$ cat config.mk
export PLATFORM = sky130hd
export DESIGN_NAME = chunked_firmware_receiver_crc32_top_flat
export DESIGN_NICKNAME = d
export VERILOG_FILES = /design/src/rtl/core/cfr_pkg.sv /design/src/rtl/core/cfr_if.sv /design/src/rtl/core/cfr_ram.sv /design/src/rtl/core/cfr_dp.sv /design/src/rtl/core/cfr_ctrl.sv /design/src/rtl/core/chunked_firmware_receiver_crc32_top.sv /design/src/flat_wrapper.sv
export SDC_FILE = /design/constraint.sdc
export NUM_CORES = 2
export LEC_CHECK = 0
export BUFFER_PORTS_ARGS = -buffer_cell sky130_fd_sc_hd__buf_2
export CAP_MARGIN = 20
export CORE_ASPECT_RATIO = 0.75
export CORE_MARGIN = 3
export CORE_UTILIZATION = 55
export CTS_CLUSTER_SIZE = 25
export DETAILED_ROUTE_END_ITERATION = 8
export GPL_TIMING_DRIVEN = 0
export PLACE_DENSITY = 0.7
export RECOVER_POWER = 100
export SLEW_MARGIN = 0
export SYNTH_ARGS = -nofsm -noshare
export SYNTH_HDL_FRONTEND = slang
export SYNTH_HIERARCHICAL = 1
export SYNTH_SLANG_ARGS = --single-unit
$ cat constraint.sdc
create_clock -name clk_i -period 8.99 [get_ports clk_i]
set_input_delay 0.4495 -clock clk_i [delete_from_list [all_inputs] [get_ports clk_i]]
set_output_delay 0.4495 -clock clk_i [all_outputs]
set_load 0.02 [all_outputs]
$ cat src/rtl/core/cfr_pkg.sv
package cfr_pkg;

  // Chunk buffer geometry
  localparam int unsigned CHUNK_BYTES = 256;
  localparam int unsigned CHUNK_WORDS = (CHUNK_BYTES + 3) / 4;
  localparam int unsigned WADDR_W     = (CHUNK_WORDS > 1) ? $clog2(CHUNK_WORDS) : 1;

  // Chunk length / fill counters and byte offsets within a chunk
  localparam int unsigned LEN_W = 9;
  localparam int unsigned OFF_W = LEN_W + 1;

  localparam logic [LEN_W-1:0] CHUNK_LEN = LEN_W'(CHUNK_BYTES);

  // CRC-32, reflected
  localparam logic [31:0] CRC_POLY = 32'hEDB8_8320;
  localparam logic [31:0] CRC_INIT = 32'hFFFF_FFFF;

  localparam logic [15:0] TIMEOUT_RST = 16'd10000;

  // Configuration register indexes
  localparam int unsigned CFG_IDX_W = 2;
  localparam logic [CFG_IDX_W-1:0] REG_TARGET  = 2'd0;
  localparam logic [CFG_IDX_W-1:0] REG_SLOT_A  = 2'd1;
  localparam logic [CFG_IDX_W-1:0] REG_TIMEOUT = 2'd2;

  typedef enum logic [1:0] {
    CMD_START = 2'd0,
    CMD_BYTE  = 2'd1,
    CMD_TICK  = 2'd2,
    CMD_FLASH = 2'd3
  } cmd_e;

  typedef enum logic [3:0] {
    EV_READY         = 4'd0,
    EV_SIZE_TIMEOUT  = 4'd1,
    EV_RECEIVING     = 4'd2,
    EV_ERASE_REQ     = 4'd3,
    EV_ERASED        = 4'd4,
    EV_CHUNK_TIMEOUT = 4'd5,
    EV_CRC_TIMEOUT   = 4'd6,
    EV_NACK          = 4'd7,
    EV_FLASH_WORD    = 4'd8,
    EV_FLASH_FAIL    = 4'd9,
    EV_ACK           = 4'd10,
    EV_DONE          = 4'd11
  } event_e;

  // Controller -> datapath
  typedef struct packed {
    logic   capture;
    logic   start;
    logic   size_byte;
    logic   data_byte;
    logic   crc_byte;
    logic   tick;
    logic   flash_ack;
    logic   begin_chunk;
    logic   word_reset;
    logic   push;
    event_e ev;
    logic   last;
  } dp_cmd_t;

  // Datapath -> controller
  typedef struct packed {
    cmd_e cmd;
    logic ok;
    logic hdr_last;
    logic size_zero;
    logic fill_last;
    logic crc_match;
    logic timeout;
    logic all_done;
    logic word_last;
    logic out_free;
  } dp_sts_t;

endpackage

$ cat src/rtl/core/cfr_if.sv
// Input item channel
interface cfr_item_if;
  logic       valid;
  logic       ready;
  logic [1:0] command;
  logic [7:0] rx_byte;
  logic       flash_ok;

  modport source (output valid, output command, output rx_byte, output flash_ok,
                  input ready);
  modport sink   (input valid, input command, input rx_byte, input flash_ok,
                  output ready);
endinterface

// Result channel
interface cfr_result_if;
  logic        valid;
  logic        ready;
  logic [3:0]  event_res;
  logic [31:0] flash_address;
  logic [31:0] flash_word;
  logic [31:0] image_size;
  logic        erase_slot;
  logic        last;

  modport source (output valid, output event_res, output flash_address,
                  output flash_word, output image_size, output erase_slot,
                  output last, input ready);
  modport sink   (input valid, input event_res, input flash_address,
                  input flash_word, input image_size, input erase_slot,
                  input last, output ready);
endinterface

// Configuration write channel
interface cfr_cfg_if;
  logic                          valid;
  logic                          ready;
  logic [cfr_pkg::CFG_IDX_W-1:0] index;
  logic [31:0]                   data;

  modport source (output valid, output index, output data, input ready);
  modport sink   (input valid, input index, input data, output ready);
endinterface

$ cat src/rtl/core/cfr_ram.sv
// Simple dual-port RAM, registered read
module cfr_ram #(
  parameter  int unsigned Width = 8,
  parameter  int unsigned Depth = 64,
  localparam int unsigned AddrW = (Depth > 1) ? $clog2(Depth) : 1
) (
  input  logic             clk_i,
  input  logic             we_i,
  input  logic [AddrW-1:0] waddr_i,
  input  logic [Width-1:0] wdata_i,
  input  logic [AddrW-1:0] raddr_i,
  output logic [Width-1:0] rdata_o
);

  logic [Width-1:0] mem_q [Depth];
  logic [Width-1:0] rdata_q;

  always_ff @(posedge clk_i) begin
    if (we_i) begin
      mem_q[waddr_i] <= wdata_i;
    end
    rdata_q <= mem_q[raddr_i];
  end

  assign rdata_o = rdata_q;

endmodule

$ cat src/rtl/core/cfr_dp.sv
// Datapath: session counters, CRC, chunk buffer, config and result register
module cfr_dp (
  input  logic                clk_i,
  input  logic                rst_ni,
  input  cfr_pkg::dp_cmd_t    cmd_i,
  output cfr_pkg::dp_sts_t    sts_o,
  input  logic [1:0]          command_i,
  input  logic [7:0]          rx_byte_i,
  input  logic                flash_ok_i,
  cfr_cfg_if.sink             cfg_i,
  cfr_result_if.source        result_o
);

  localparam int unsigned LW = cfr_pkg::LEN_W;
  localparam int unsigned OW = cfr_pkg::OFF_W;
  localparam int unsigned AW = cfr_pkg::WADDR_W;

  function automatic logic [31:0] crc_step(input logic [31:0] crc, input logic [7:0] b);
    logic [31:0] c;
    c = crc ^ {24'd0, b};
    for (int k = 0; k < 8; k++) begin
      c = c[0] ? ((c >> 1) ^ cfr_pkg::CRC_POLY) : (c >> 1);
    end
    return c;
  endfunction

  // Configuration registers
  logic [31:0] target_q, slot_a_q;
  logic [15:0] timeout_q;

  // Latched transaction
  cfr_pkg::cmd_e cmd_q;
  logic [7:0]    byte_q;
  logic          ok_q;

  // Session state
  logic [31:0] size_q, size_d;
  logic [1:0]  hdr_q, hdr_d;
  logic [31:0] bytes_q, bytes_d;
  logic [LW-1:0] len_q, len_d;
  logic [LW-1:0] fill_q, fill_d;
  logic [31:0] crc_q, crc_d;
  logic [31:0] rcv_q, rcv_d;
  logic [31:0] wp_q, wp_d;
  logic [15:0] elapsed_q, elapsed_d;
  logic [AW-1:0] widx_q, widx_d;

  // Result register
  logic        out_valid_q;
  logic [3:0]  out_ev_q;
  logic [31:0] out_addr_q, out_word_q, out_size_q;
  logic        out_slot_q, out_last_q;

  logic [31:0]   byte_sh;
  logic [LW-1:0] fill_inc;
  logic [15:0]   elapsed_inc;
  logic [31:0]   rem;
  logic [OW-1:0] off;
  logic [31:0]   word;
  logic [7:0]    bank_rdata [4];
  logic          out_free;
  logic          word_push;

  // Configuration writes
  assign cfg_i.ready = 1'b1;

  always_ff @(posedge clk_i or negedge rst_ni) begin
    if (!rst_ni) begin
      target_q  <= '0;
      slot_a_q  <= '0;
      timeout_q <= cfr_pkg::TIMEOUT_RST;
    end else if (cfg_i.valid) begin
      case (cfg_i.index)
        cfr_pkg::REG_TARGET:  target_q  <= cfg_i.data;
        cfr_pkg::REG_SLOT_A:  slot_a_q  <= cfg_i.data;
        cfr_pkg::REG_TIMEOUT: timeout_q <= cfg_i.data[15:0];
        default: ;
      endcase
    end
  end

  // Transaction capture
  always_ff @(posedge clk_i) begin
    if (cmd_i.capture) begin
      cmd_q  <= cfr_pkg::cmd_e'(command_i);
      byte_q <= rx_byte_i;
      ok_q   <= flash_ok_i;
    end
  end

  // Status terms
  assign byte_sh     = {24'd0, byte_q} << {hdr_q, 3'b000};
  assign fill_inc    = fill_q + LW'(1);
  assign elapsed_inc = (elapsed_q == 16'hFFFF) ? elapsed_q : elapsed_q + 16'd1;
  assign rem         = size_q - bytes_q;
  assign off         = OW'({widx_q, 2'b00});
  assign out_free    = !out_valid_q || result_o.ready;
  assign word_push   = cmd_i.push && (cmd_i.ev == cfr_pkg::EV_FLASH_WORD);

  always_comb begin
    sts_o.cmd       = cmd_q;
    sts_o.ok        = ok_q;
    sts_o.hdr_last  = (hdr_q == 2'd3);
    sts_o.size_zero = ((size_q | byte_sh) == 32'd0);
    sts_o.fill_last = (fill_inc >= len_q);
    sts_o.crc_match = (~crc_q == (rcv_q | byte_sh));
    sts_o.timeout   = (elapsed_inc >= timeout_q);
    sts_o.all_done  = ((bytes_q + 32'(len_q)) >= size_q);
    sts_o.word_last = ((off + OW'(4)) >= OW'(len_q));
    sts_o.out_free  = out_free;
  end

  // Session state update
  always_comb begin
    size_d    = size_q;
    hdr_d     = hdr_q;
    bytes_d   = bytes_q;
    len_d     = len_q;
    fill_d    = fill_q;
    crc_d     = crc_q;
    rcv_d     = rcv_q;
    wp_d      = wp_q;
    elapsed_d = elapsed_q;
    if (cmd_i.start) begin
      size_d    = '0;
      hdr_d     = '0;
      bytes_d   = '0;
      len_d     = '0;
      fill_d    = '0;
      crc_d     = cfr_pkg::CRC_INIT;
      rcv_d     = '0;
      wp_d      = target_q;
      elapsed_d = '0;
    end else if (cmd_i.size_byte) begin
      size_d = size_q | byte_sh;
      hdr_d  = hdr_q + 2'd1;
    end else if (cmd_i.data_byte) begin
      crc_d  = crc_step(crc_q, byte_q);
      fill_d = fill_inc;
      if (sts_o.fill_last) begin
        hdr_d     = '0;
        rcv_d     = '0;
        elapsed_d = '0;
      end
    end else if (cmd_i.crc_byte) begin
      rcv_d = rcv_q | byte_sh;
      hdr_d = hdr_q + 2'd1;
    end else if (cmd_i.tick) begin
      elapsed_d = elapsed_inc;
    end else if (cmd_i.flash_ack) begin
      wp_d    = wp_q + 32'(len_q);
      bytes_d = bytes_q + 32'(len_q);
    end else if (cmd_i.begin_chunk) begin
      len_d     = (rem > 32'(cfr_pkg::CHUNK_LEN)) ? cfr_pkg::CHUNK_LEN : rem[LW-1:0];
      fill_d    = '0;
      crc_d     = cfr_pkg::CRC_INIT;
      elapsed_d = '0;
    end
  end

  // Word walk index; RAM reads at the next index so data lines up
  always_comb begin
    widx_d = widx_q;
    if (cmd_i.word_reset) begin
      widx_d = '0;
    end else if (word_push) begin
      widx_d = widx_q + AW'(1);
    end
  end

  always_ff @(posedge clk_i or negedge rst_ni) begin
    if (!rst_ni) begin
      size_q    <= '0;
      hdr_q     <= '0;
      bytes_q   <= '0;
      len_q     <= '0;
      fill_q    <= '0;
      crc_q     <= cfr_pkg::CRC_INIT;
      rcv_q     <= '0;
      wp_q      <= '0;
      elapsed_q <= '0;
      widx_q    <= '0;
    end else begin
      size_q    <= size_d;
      hdr_q     <= hdr_d;
      bytes_q   <= bytes_d;
      len_q     <= len_d;
      fill_q    <= fill_d;
      crc_q     <= crc_d;
      rcv_q     <= rcv_d;
      wp_q      <= wp_d;
      elapsed_q <= elapsed_d;
      widx_q    <= widx_d;
    end
  end

  // Chunk buffer: four byte lanes, one flash word per address
  for (genvar k = 0; k < 4; k++) begin : g_bank
    cfr_ram #(
      .Width (8),
      .Depth (cfr_pkg::CHUNK_WORDS)
    ) u_ram (
      .clk_i   (clk_i),
      .we_i    (cmd_i.data_byte && (fill_q[1:0] == 2'(k))),
      .waddr_i (fill_q[AW+1:2]),
      .wdata_i (byte_q),
      .raddr_i (widx_d),
      .rdata_o (bank_rdata[k])
    );
  end

  // Flash word assembly, pad bytes past the chunk end are 0xFF
  always_comb begin
    for (int k = 0; k < 4; k++) begin
      word[8*k +: 8] = ((off + OW'(k)) < OW'(len_q)) ? bank_rdata[k] : 8'hFF;
    end
  end

  // Result register
  always_ff @(posedge clk_i or negedge rst_ni) begin
    if (!rst_ni) begin
      out_valid_q <= 1'b0;
    end else begin
      out_valid_q <= cmd_i.push || (out_valid_q && !result_o.ready);
    end
  end

  always_ff @(posedge clk_i) begin
    if (cmd_i.push) begin
      out_ev_q   <= cmd_i.ev;
      out_last_q <= cmd_i.last;
      out_addr_q <= word_push ? (wp_q + 32'(off)) : 32'd0;
      out_word_q <= word_push ? word : 32'd0;
      out_size_q <= (cmd_i.ev == cfr_pkg::EV_RECEIVING) ? size_q : 32'd0;
      out_slot_q <= (cmd_i.ev == cfr_pkg::EV_ERASE_REQ) ? (target_q != slot_a_q) : 1'b0;
    end
  end

  assign result_o.valid         = out_valid_q;
  assign result_o.event_res     = out_ev_q;
  assign result_o.flash_address = out_addr_q;
  assign result_o.flash_word    = out_word_q;
  assign result_o.image_size    = out_size_q;
  assign result_o.erase_slot    = out_slot_q;
  assign result_o.last          = out_last_q;

  // Checks
  a_fill_in_chunk: assert property (@(posedge clk_i) disable iff (!rst_ni)
    fill_q <= len_q)
    else $error("chunk fill ran past chunk length");

  a_push_has_room: assert property (@(posedge clk_i) disable iff (!rst_ni)
    cmd_i.push |-> out_free)
    else $error("result pushed over an untaken result");

  a_word_in_chunk: assert property (@(posedge clk_i) disable iff (!rst_ni)
    word_push |-> (off < OW'(len_q)))
    else $error("flash word emitted past chunk end");

endmodule

$ cat src/rtl/core/cfr_ctrl.sv
// Controller: session phase and transaction/result sequencing
module cfr_ctrl (
  input  logic             clk_i,
  input  logic             rst_ni,
  input  logic             in_valid_i,
  output logic             in_ready_o,
  input  cfr_pkg::dp_sts_t sts_i,
  output cfr_pkg::dp_cmd_t cmd_o
);

  typedef enum logic [8:0] {
    S_IDLE   = 9'b000000001,
    S_EXEC   = 9'b000000010,
    S_ONE    = 9'b000000100,
    S_RECV   = 9'b000001000,
    S_ERASE  = 9'b000010000,
    S_ERASED = 9'b000100000,
    S_ACK    = 9'b001000000,
    S_DONE   = 9'b010000000,
    S_WORD   = 9'b100000000
  } state_e;

  typedef enum logic [4:0] {
    PH_IDLE  = 5'b00001,
    PH_SIZE  = 5'b00010,
    PH_DATA  = 5'b00100,
    PH_CRC   = 5'b01000,
    PH_FLASH = 5'b10000
  } phase_e;

  state_e          state_q, state_d;
  phase_e          phase_q, phase_d;
  cfr_pkg::event_e ev_q, ev_d;
  logic            done_q, done_d;

  assign in_ready_o = (state_q == S_IDLE);

  always_comb begin
    state_d = state_q;
    phase_d = phase_q;
    ev_d    = ev_q;
    done_d  = done_q;
    cmd_o   = '0;
    cmd_o.ev = ev_q;

    unique case (state_q)
      S_IDLE: begin
        if (in_valid_i) begin
          cmd_o.capture = 1'b1;
          state_d       = S_EXEC;
        end
      end

      // Apply one transaction, pick the result sequence
      S_EXEC: begin
        state_d = S_IDLE;
        unique case (sts_i.cmd)
          cfr_pkg::CMD_START: begin
            cmd_o.start = 1'b1;
            phase_d     = PH_SIZE;
            ev_d        = cfr_pkg::EV_READY;
            state_d     = S_ONE;
          end
          cfr_pkg::CMD_BYTE: begin
            if (phase_q == PH_SIZE) begin
              cmd_o.size_byte = 1'b1;
              if (sts_i.hdr_last) begin
                done_d  = sts_i.size_zero;
                phase_d = sts_i.size_zero ? PH_IDLE : PH_DATA;
                state_d = S_RECV;
              end
            end else if (phase_q == PH_DATA) begin
              cmd_o.data_byte = 1'b1;
              if (sts_i.fill_last) begin
                phase_d = PH_CRC;
              end
            end else if (phase_q == PH_CRC) begin
              cmd_o.crc_byte = 1'b1;
              if (sts_i.hdr_last) begin
                if (sts_i.crc_match) begin
                  cmd_o.word_reset = 1'b1;
                  phase_d          = PH_FLASH;
                  state_d          = S_WORD;
                end else begin
                  ev_d    = cfr_pkg::EV_NACK;
                  phase_d = PH_IDLE;
                  state_d = S_ONE;
                end
              end
            end
          end
          cfr_pkg::CMD_TICK: begin
            if (phase_q == PH_SIZE || phase_q == PH_DATA || phase_q == PH_CRC) begin
              cmd_o.tick = 1'b1;
              if (sts_i.timeout) begin
                if (phase_q == PH_SIZE) begin
                  ev_d = cfr_pkg::EV_SIZE_TIMEOUT;
                end else if (phase_q == PH_DATA) begin
                  ev_d = cfr_pkg::EV_CHUNK_TIMEOUT;
                end else begin
                  ev_d = cfr_pkg::EV_CRC_TIMEOUT;
                end
                phase_d = PH_IDLE;
                state_d = S_ONE;
              end
            end
          end
          cfr_pkg::CMD_FLASH: begin
            if (phase_q == PH_FLASH) begin
              if (!sts_i.ok) begin
                ev_d    = cfr_pkg::EV_FLASH_FAIL;
                phase_d = PH_IDLE;
                state_d = S_ONE;
              end else begin
                cmd_o.flash_ack = 1'b1;
                done_d  = sts_i.all_done;
                phase_d = sts_i.all_done ? PH_IDLE : PH_DATA;
                state_d = S_ACK;
              end
            end
          end
          default: ;
        endcase
      end

      S_ONE: begin
        if (sts_i.out_free) begin
          cmd_o.push = 1'b1;
          cmd_o.ev   = ev_q;
          cmd_o.last = 1'b1;
          state_d    = S_IDLE;
        end
      end

      // Size header done: report, request erase, report erased, then done if size is zero
      S_RECV: begin
        if (sts_i.out_free) begin
          cmd_o.push        = 1'b1;
          cmd_o.ev          = cfr_pkg::EV_RECEIVING;
          cmd_o.begin_chunk = !done_q;
          state_d           = S_ERASE;
        end
      end

      S_ERASE: begin
        if (sts_i.out_free) begin
          cmd_o.push = 1'b1;
          cmd_o.ev   = cfr_pkg::EV_ERASE_REQ;
          state_d    = S_ERASED;
        end
      end

      S_ERASED: begin
        if (sts_i.out_free) begin
          cmd_o.push = 1'b1;
          cmd_o.ev   = cfr_pkg::EV_ERASED;
          cmd_o.last = !done_q;
          state_d    = done_q ? S_DONE : S_IDLE;
        end
      end

      S_ACK: begin
        if (sts_i.out_free) begin
          cmd_o.push        = 1'b1;
          cmd_o.ev          = cfr_pkg::EV_ACK;
          cmd_o.last        = !done_q;
          cmd_o.begin_chunk = !done_q;
          state_d           = done_q ? S_DONE : S_IDLE;
        end
      end

      S_DONE: begin
        if (sts_i.out_free) begin
          cmd_o.push = 1'b1;
          cmd_o.ev   = cfr_pkg::EV_DONE;
          cmd_o.last = 1'b1;
          state_d    = S_IDLE;
        end
      end

      // Walk the chunk buffer, one flash word per cycle while the result register is free
      S_WORD: begin
        if (sts_i.out_free) begin
          cmd_o.push = 1'b1;
          cmd_o.ev   = cfr_pkg::EV_FLASH_WORD;
          cmd_o.last = sts_i.word_last;
          if (sts_i.word_last) begin
            state_d = S_IDLE;
          end
        end
      end

      default: state_d = S_IDLE;
    endcase
  end

  always_ff @(posedge clk_i or negedge rst_ni) begin
    if (!rst_ni) begin
      state_q <= S_IDLE;
      phase_q <= PH_IDLE;
      ev_q    <= cfr_pkg::EV_READY;
      done_q  <= 1'b0;
    end else begin
      state_q <= state_d;
      phase_q <= phase_d;
      ev_q    <= ev_d;
      done_q  <= done_d;
    end
  end

  // Checks
  a_word_in_flash: assert property (@(posedge clk_i) disable iff (!rst_ni)
    (state_q == S_WORD) |-> (phase_q == PH_FLASH))
    else $error("flash words emitted outside the flash phase");

endmodule

$ cat src/rtl/core/chunked_firmware_receiver_crc32_top.sv
// An accepted transaction is decoded in the next cycle; its results are then registered
//   on the output one by one from the result states, each once the output is free.
// Throughput: a new transaction is taken after the last one's results are pushed;
//   a verified chunk emits ceil(length/4) buffered flash words, one per cycle unless stalled.
// Reset (async, active low): session idle, config registers to defaults (timeout 10000),
//   no pending result; the chunk buffer is not cleared.
module chunked_firmware_receiver_crc32_top (
  input  logic   clk_i,
  input  logic   rst_ni,
  cfr_item_if.sink     item_i,
  cfr_result_if.source result_o,
  cfr_cfg_if.sink      cfg_i
);

  cfr_pkg::dp_cmd_t dp_cmd;
  cfr_pkg::dp_sts_t dp_sts;
  logic             in_ready;

  assign item_i.ready = in_ready;

  cfr_ctrl u_ctrl (
    .clk_i      (clk_i),
    .rst_ni     (rst_ni),
    .in_valid_i (item_i.valid),
    .in_ready_o (in_ready),
    .sts_i      (dp_sts),
    .cmd_o      (dp_cmd)
  );

  cfr_dp u_dp (
    .clk_i      (clk_i),
    .rst_ni     (rst_ni),
    .cmd_i      (dp_cmd),
    .sts_o      (dp_sts),
    .command_i  (item_i.command),
    .rx_byte_i  (item_i.rx_byte),
    .flash_ok_i (item_i.flash_ok),
    .cfg_i      (cfg_i),
    .result_o   (result_o)
  );

endmodule

$ cat src/flat_wrapper.sv
// flat-port wrapper written by rule: the top's interface ports become plain ports
module chunked_firmware_receiver_crc32_top_flat 
  (clk_i, rst_ni, item_i_valid, item_i_command, item_i_rx_byte, item_i_flash_ok, item_i_ready, result_o_valid, result_o_event_res, result_o_flash_address, result_o_flash_word, result_o_image_size, result_o_erase_slot, result_o_last, result_o_ready, cfg_i_valid, cfg_i_index, cfg_i_data, cfg_i_ready);
  cfr_item_if item_i_i ();
  cfr_result_if result_o_i ();
  cfr_cfg_if cfg_i_i ();
  input  logic clk_i;
  input  logic rst_ni;
  input wire logic [$bits(item_i_i.valid)-1:0] item_i_valid;
  input wire logic [$bits(item_i_i.command)-1:0] item_i_command;
  input wire logic [$bits(item_i_i.rx_byte)-1:0] item_i_rx_byte;
  input wire logic [$bits(item_i_i.flash_ok)-1:0] item_i_flash_ok;
  output wire logic [$bits(item_i_i.ready)-1:0] item_i_ready;
  output wire logic [$bits(result_o_i.valid)-1:0] result_o_valid;
  output wire logic [$bits(result_o_i.event_res)-1:0] result_o_event_res;
  output wire logic [$bits(result_o_i.flash_address)-1:0] result_o_flash_address;
  output wire logic [$bits(result_o_i.flash_word)-1:0] result_o_flash_word;
  output wire logic [$bits(result_o_i.image_size)-1:0] result_o_image_size;
  output wire logic [$bits(result_o_i.erase_slot)-1:0] result_o_erase_slot;
  output wire logic [$bits(result_o_i.last)-1:0] result_o_last;
  input wire logic [$bits(result_o_i.ready)-1:0] result_o_ready;
  input wire logic [$bits(cfg_i_i.valid)-1:0] cfg_i_valid;
  input wire logic [$bits(cfg_i_i.index)-1:0] cfg_i_index;
  input wire logic [$bits(cfg_i_i.data)-1:0] cfg_i_data;
  output wire logic [$bits(cfg_i_i.ready)-1:0] cfg_i_ready;
  assign item_i_i.valid = item_i_valid;
  assign item_i_i.command = item_i_command;
  assign item_i_i.rx_byte = item_i_rx_byte;
  assign item_i_i.flash_ok = item_i_flash_ok;
  assign item_i_ready = item_i_i.ready;
  assign result_o_valid = result_o_i.valid;
  assign result_o_event_res = result_o_i.event_res;
  assign result_o_flash_address = result_o_i.flash_address;
  assign result_o_flash_word = result_o_i.flash_word;
  assign result_o_image_size = result_o_i.image_size;
  assign result_o_erase_slot = result_o_i.erase_slot;
  assign result_o_last = result_o_i.last;
  assign result_o_i.ready = result_o_ready;
  assign cfg_i_i.valid = cfg_i_valid;
  assign cfg_i_i.index = cfg_i_index;
  assign cfg_i_i.data = cfg_i_data;
  assign cfg_i_ready = cfg_i_i.ready;
  chunked_firmware_receiver_crc32_top u_core (.clk_i(clk_i), .rst_ni(rst_ni), .item_i(item_i_i), .result_o(result_o_i), .cfg_i(cfg_i_i));
endmodule
* Word-level counts from Yosys, hierarchy flattened *
Memories as Yosys holds them, arrays and structs flattened. A register that Yosys moved wholly into a read port is not among the register bits.
Index checks and enable logic that the tools add are counted.

storage, ports and cells
  bits in registers = 415
  bits in latches = 0
  memory bits (writable) = 2048
  bits in read-only memories = 0
  output and inout port bits = 105
  memories = 4

cells by class
  add/subtract/negate cells = 12
  multiply operators = 0
  div/mod/pow operators = 0
  order comparisons = 9
  eq/ne operators = 61
  shifts and indexed selects = 1
  mux-type cells = 161
  bitwise operators = 12
  reduce and logical (&&, ||, !) cells = 41

memory list
  memory                             words  bits a word  read ports  clocked after memory_dff  write ports  RTL line       text
  u_core.u_dp.g_bank[0].u_ram.mem_q  64     8            1           1                         1            cfr_ram.sv:15  logic [Width-1:0] mem_q [Depth];
  u_core.u_dp.g_bank[1].u_ram.mem_q  64     8            1           1                         1            cfr_ram.sv:15
  u_core.u_dp.g_bank[2].u_ram.mem_q  64     8            1           1                         1            cfr_ram.sv:15
  u_core.u_dp.g_bank[3].u_ram.mem_q  64     8            1           1                         1            cfr_ram.sv:15

operator list
  kind                                                            count
  2-to-1 mux 32 bit                                               34
  2-to-1 mux 9 bit                                                27
  2-to-1 mux 16 bit                                               9
  NOT 13 -> 14 bit                                                8
  adder 32 x 9 -> 32 bit                                          2
  bitwise OR 32 bit                                               2
  one-hot mux 9 bit (7 select lines)                              1
  2-to-1 mux 5 bit                                                12
  2-to-1 mux 6 bit                                                8
  2-to-1 mux 4 bit                                                11
  2-to-1 mux 8 bit                                                5
  one-hot mux 9 bit (4 select lines)                              1
  one-hot mux 5 bit (7 select lines)                              1
  2-to-1 mux 1 bit                                                33
  adder 32 x 8 -> 32 bit                                          1
  equality test 32 bit                                            1
  >= comparator 32 bit                                            1
  greater-than comparator 32 x 9 -> 1 bit, second input constant  1
  zero test 32 bit                                                1
  != test 32 bit                                                  1
  NOT 32 bit                                                      1
  left shift 8 x 5 -> 32 bit                                      1
  subtractor 32 bit                                               1
  bitwise XOR 32 x 8 -> 32 bit                                    1
  other kinds (59)                                                133

* Depth between registers and ports, before layout *
  depth after elaboration = 20
  depth in mapped cells = 27

* By module *
The synthesis kept the hierarchy.

by module, submodules not included
  module                                      instances  cells each  area each (um2)
  cfr_ram at u_core.u_dp.g_bank[0].u_ram ...  2          972         20190.6
  cfr_ram at u_core.u_dp.g_bank[2].u_ram ...  2          940         20166.8
  cfr_dp                                      1          2440        23387.4
  cfr_ctrl                                    1          224         1774.2

* Least setup slack after synthesis *
OpenSTA, ideal clock, no wires.

  path kind = reg2reg
  start = register u_core.u_dp.byte_q[0]
  end = register u_core.u_dp.g_bank[2].u_ram.rdata_q[3] (read register of u_core.u_dp.g_bank[2].u_ram.mem_q)
  setup time = 0.150 ns
  data arrival time = 6.552 ns
  path slack = 2.288 ns
  stages on the path, launching flop included = 18
  buffers on the path = 5
  cell sequence = edfxtp_1 -> clkbuf_1 -> clkbuf_1 -> a21oi_1 -> xor2_1 -> nor4_1 -> nand4_1 -> nor2_1 -> nand4_1 -> nor2_1 -> buf_4 -> nor2_1 -> buf_6 -> buf_4 -> mux4_2 -> mux4_2 -> o21ai_1 -> o41ai_1

RTL lines
  item                    RTL line       text
  from (decl)             cfr_dp.sv:33   logic [7:0] byte_q;
  from (signal assigned)  cfr_dp.sv:86   byte_q <= rx_byte_i;
  to (decl)               cfr_ram.sv:16  logic [Width-1:0] rdata_q;

==> impl_metrics.toml <==
[synthesis]
syn_inst = 6488
syn-num-nets = 6675
netlist_area_um2 = 106000
yosysSeqAreaShare_pct = 69.1
ys_seq_elements = 2495
yosys.cell_types.count = 103
async_reset_ff_share_pct = 12.1
yosysWarnings = 6
synth_edf_count = 2161
synthFlopType = "edfxtp_1"
syn_avg_cell_area_um2 = 16.3

[clock_network]
cts_tree = "built"
clockRootBuffer = "clkbuf_16"
cts_resized = 0
cts_max_level = 4
clock_path_buffers = 3
cts.sinks = 2495
cts_buffers = 228
clkTransAtPathRegs_ns = 0.06
clk-insertion-delay-late_ns = 0.89
cts_setup_buffers = 0
cts_hold_buf = 47

[final_layout]
drive_above_1_share_pct = 17.0
final_nets = 7205
fill_cells = 13612
final_core_util_pct = 62.3
area_growth_pct = 11.7

[setup_path]
crit_fanout = 10
critPathCaptureType = "register"
startpoint_type = "register"
crit_arrival_ns = 9.07
reg2regPathDepth = 18
crit_slowest_cell = "a21oi_1"
cp.depth = 18
worstSetupPathType = "reg2reg"
critPathMaxStageDelay_ns = 0.94
path_buf_inv = 6
crit_family = "buffers and inverters"
worstPathRequired_ns = 9.70
worstPathCellList = "or4_1 -> or4_1 -> a21oi_1 -> a21oi_1 -> o21ai_0 -> or4_1 -> clkbuf_1 -> clkbuf_1 -> nand2_1 -> a21oi_1 -> buf_4 -> clkbuf_1 -> buf_4 -> buf_2 -> nor2b_1 -> a22oi_1 -> a221oi_1 -> o2bb2ai_1"

[placed_design]
io_buffer_count = 153
post-dp-hpwl_mm = 205
place.gp.congestion = 1.03
place_ws_ns = 1.10

[power]
total_power_mw = 28.4
p_per_area_nw_per_um2 = 240
cellLeakagePower_nw = 38.2
vdd_drop_max_mv = 0.205

[floorplan]
start_util_pct = 55.7
core_um2 = 190000
dieArea_um2 = 198000
rows = 138
die_width_um = 513
io_pins = 155
die_y_um = 386

[grt]
track_usage_pct = 29.6
grt_start_max_net_pins = 119
grt-ovfl-total = 0
grt_antenna_before_repair = 14
grt_pass1_wl_mm = 425
first_global_vias = 61266

[timing]
worstMarginPinSlew_ns = 6.59
rsz0062_at_grt = "false"
slew_viol_final = 494
finalCritPeriodShare_pct = 93.0
setup_slack_ns = 0.634
fin_setup_tns_ns = 0
hold_viol = 0
max_freq_mhz = 120
setup_viol = 0
relSlewSlack_pct = -339
period_needed_ns = 8.36
finalClockSkew_ns = 0.0488

[hold_path]
hold_path.class = "in2reg"
min_path_cells = 3

[outcome]
status = "finished, violations left"
violations = "max-capacitance violations, max-slew violations"

[route]
via_per_inst = 6.53
drc_errors = 0
drt-wirelength-per-cell_um = 30.0
vias = 63617
ant_nets = 0
dr.pass1.iters = 7
first_iter_violations = 9412
routed_wl_mm = 292

[run]
drv_cap = 13
## flip-flops by register name (all words and copies together), names as in the netlist, 16 cells and up
register and cells:
u_core/u_dp/timeout_q 16, u_core/u_dp/bytes_q 32, u_core/u_dp/g_bank.u_ram/rdata_o 32, u_core/u_dp/crc_q 32, u_core/u_dp/wp_q 32, u_core/u_dp/result_o.image_size 32, u_core/u_dp/target_q 32, u_core/u_dp/rcv_q 32
u_core/u_dp/slot_a_q 32, u_core/u_dp/result_o.flash_word 32, u_core/u_dp/result_o.flash_address 32, u_core/u_dp/elapsed_q 16, u_core/u_dp/g_bank.u_ram/mem_q 2048, u_core/u_dp/size_q 32
## layout by cell type (no fill, tap or decap), drive strengths merged, types with 23 or more instances in the layout
master,Yosys,final
inv,135,144
dfxtp,32,32
a31oi,64,64
nor2b,73,73
nand2,277,277
mux4,500,500
dfstp,39,39
buf,161,195
nor3,71,71
o21ai,130,130
o221ai,32,32
nand4,71,71
edfxtp,2161,2161
a221oi,28,28
mux2,113,113
o22ai,63,63
a21o,41,41
or3,29,29
a21oi,228,228
nand3,173,173
nor4,45,45
mux2i,97,97
and2,51,51
xnor2,175,175
clkbuf,189,704
nand2b,51,51
xor2,95,95
bufinv,0,25
ha,133,133
a22oi,23,23
dfrtp,263,263
nor2,636,636
dlygate4sd3,0,47
clkinv,4,92
## report_power, final
| part | internal, mW | switching [mW] |
|---|---|---|
| registers | 13.3 | 0.364 |
| clock network | 5.57 | 4.30 |
| logic | 1.83 | 3.09 |
| total | 20.7 | 7.76 |
## Yosys cell counts, types with 16 or more instances
| master | number | area share [%] |
|---|---|---|
| a211oi_1 | 16 | 0.11 |
| a21o_1 | 39 | 0.28 |
| a21oi_1 | 227 | 1.1 |
| a221oi_1 | 27 | 0.22 |
| a22oi_1 | 23 | 0.16 |
| a31oi_1 | 64 | 0.38 |
| and2_1 | 50 | 0.30 |
| and3_1 | 18 | 0.11 |
| buf_1 | 21 | 0.074 |
| buf_2 | 63 | 0.30 |
| buf_4 | 49 | 0.35 |
| buf_6 | 22 | 0.23 |
| clkbuf_1 | 189 | 0.67 |
| dfrtp_1 | 263 | 6.2 |
| dfstp_2 | 39 | 0.97 |
| dfxtp_1 | 32 | 0.61 |
| edfxtp_1 | 2161 | 61 |
| ha_1 | 133 | 1.6 |
| inv_1 | 135 | 0.48 |
| mux2_2 | 110 | 1.2 |
| mux2i_1 | 97 | 0.92 |
| mux4_2 | 500 | 11 |
| nand2_1 | 277 | 0.98 |
| nand2b_1 | 51 | 0.30 |
| nand3_1 | 172 | 0.81 |
| nand3b_1 | 22 | 0.16 |
| nand4_1 | 70 | 0.41 |
| nor2_1 | 636 | 2.3 |
| nor2b_1 | 73 | 0.43 |
| nor3_1 | 69 | 0.33 |
| nor4_1 | 43 | 0.25 |
| o211ai_1 | 19 | 0.13 |
| o21a_1 | 17 | 0.12 |
| o21ai_0 | 121 | 0.57 |
| o221ai_1 | 32 | 0.26 |
| o22ai_1 | 63 | 0.37 |
| o31ai_1 | 17 | 0.12 |
| or2_2 | 20 | 0.12 |
| or3_1 | 29 | 0.17 |
| or4_1 | 16 | 0.11 |
| xnor2_1 | 175 | 1.4 |
| xor2_1 | 94 | 0.78 |
## worst paths after layout
kind                                                                  endpoint  slack [ns]                                  from
worst max-delay path            u_core/u_dp/g_bank[2].u_ram/rdata_o[2]$_DFF_P_        0.63  u_core/u_ctrl/state_q[2]$_DFFE_PN0P_
worst min-delay path                      u_core/u_dp/target_q[28]$_DFFE_PN0P_        0.16                        cfg_i_index[1]
worst max register to register  u_core/u_dp/g_bank[2].u_ram/rdata_o[2]$_DFF_P_        0.63  u_core/u_ctrl/state_q[2]$_DFFE_PN0P_
worst min register to register               u_core/u_dp/rcv_q[17]$_DFFE_PN0P_        0.50     u_core/u_dp/rcv_q[17]$_DFFE_PN0P_
max in group asynchronous                    u_core/u_dp/rcv_q[31]$_DFFE_PN0P_        2.33                                rst_ni
min in group asynchronous                 u_core/u_ctrl/state_q[0]$_DFFE_PN1P_        0.26                                rst_ni
## final cells by class
class | count | area (um^2) | area share (%)
Antenna cell | 7 | 17.5 | 0.0148
Clock buffer | 296 | 6150 | 5.20
Timing Repair Buffer | 300 | 1620 | 1.37
Tap cell | 2520 | 3150 | 2.67
Multi-Input combinational cell | 3504 | 30400 | 25.7
Buffer | 350 | 1810 | 1.53
Clock inverter | 136 | 1490 | 1.26
Inverter | 139 | 522 | 0.441
Sequential cell | 2495 | 73100 | 61.8
## worst reg2reg max path: cells and delay by family (launching register included)
family / cells / cell delay (ns)
buffers and inverters: 6 / 3.10
AO/OA/AOI/OAI: 7 / 2.58
AND/OR/NAND/NOR: 5 / 2.05
flip-flops: 1 / 0.47
## cell families after synthesis
logic type                 share of synthesized area, %
DFF                                                69.1
buffers and inverters                              2.23
xor gates and xnor gates                           2.24
AOI/OAI and AO/OA                                  5.02
other                                           0.00354
muxes                                              12.8
and+or+nand+nor                                    7.02
adders and majority gates                          1.65
## stage by stage
stage	hold slack, ns	instances	instance area, um^2
6_report	0.164	9747	118000
5_1_grt	0.156	9742	118000
4_1_cts	0.0713	9739	121000
3_5_place_dp	0.286	9260	112000
3_3_place_gp	0.480	9161	110000
2_1_floorplan	0.154	6488	106000
## per-layer routing
| metal | global-route usage, % | vias to the layer above | share of wire, % |
|---|---|---|---|
| li1 | - | 26444 | - |
| met1 | 44.8 | 32508 | 41 |
| met2 | 41.9 | 4072 | 43 |
| met3 | 7.99 | 585 | 13 |
| met4 | 9.51 | 8 | 3.6 |
| met5 | 0 | - | 0.028 |
Note: power is estimated with default switching activity, not from simulation.
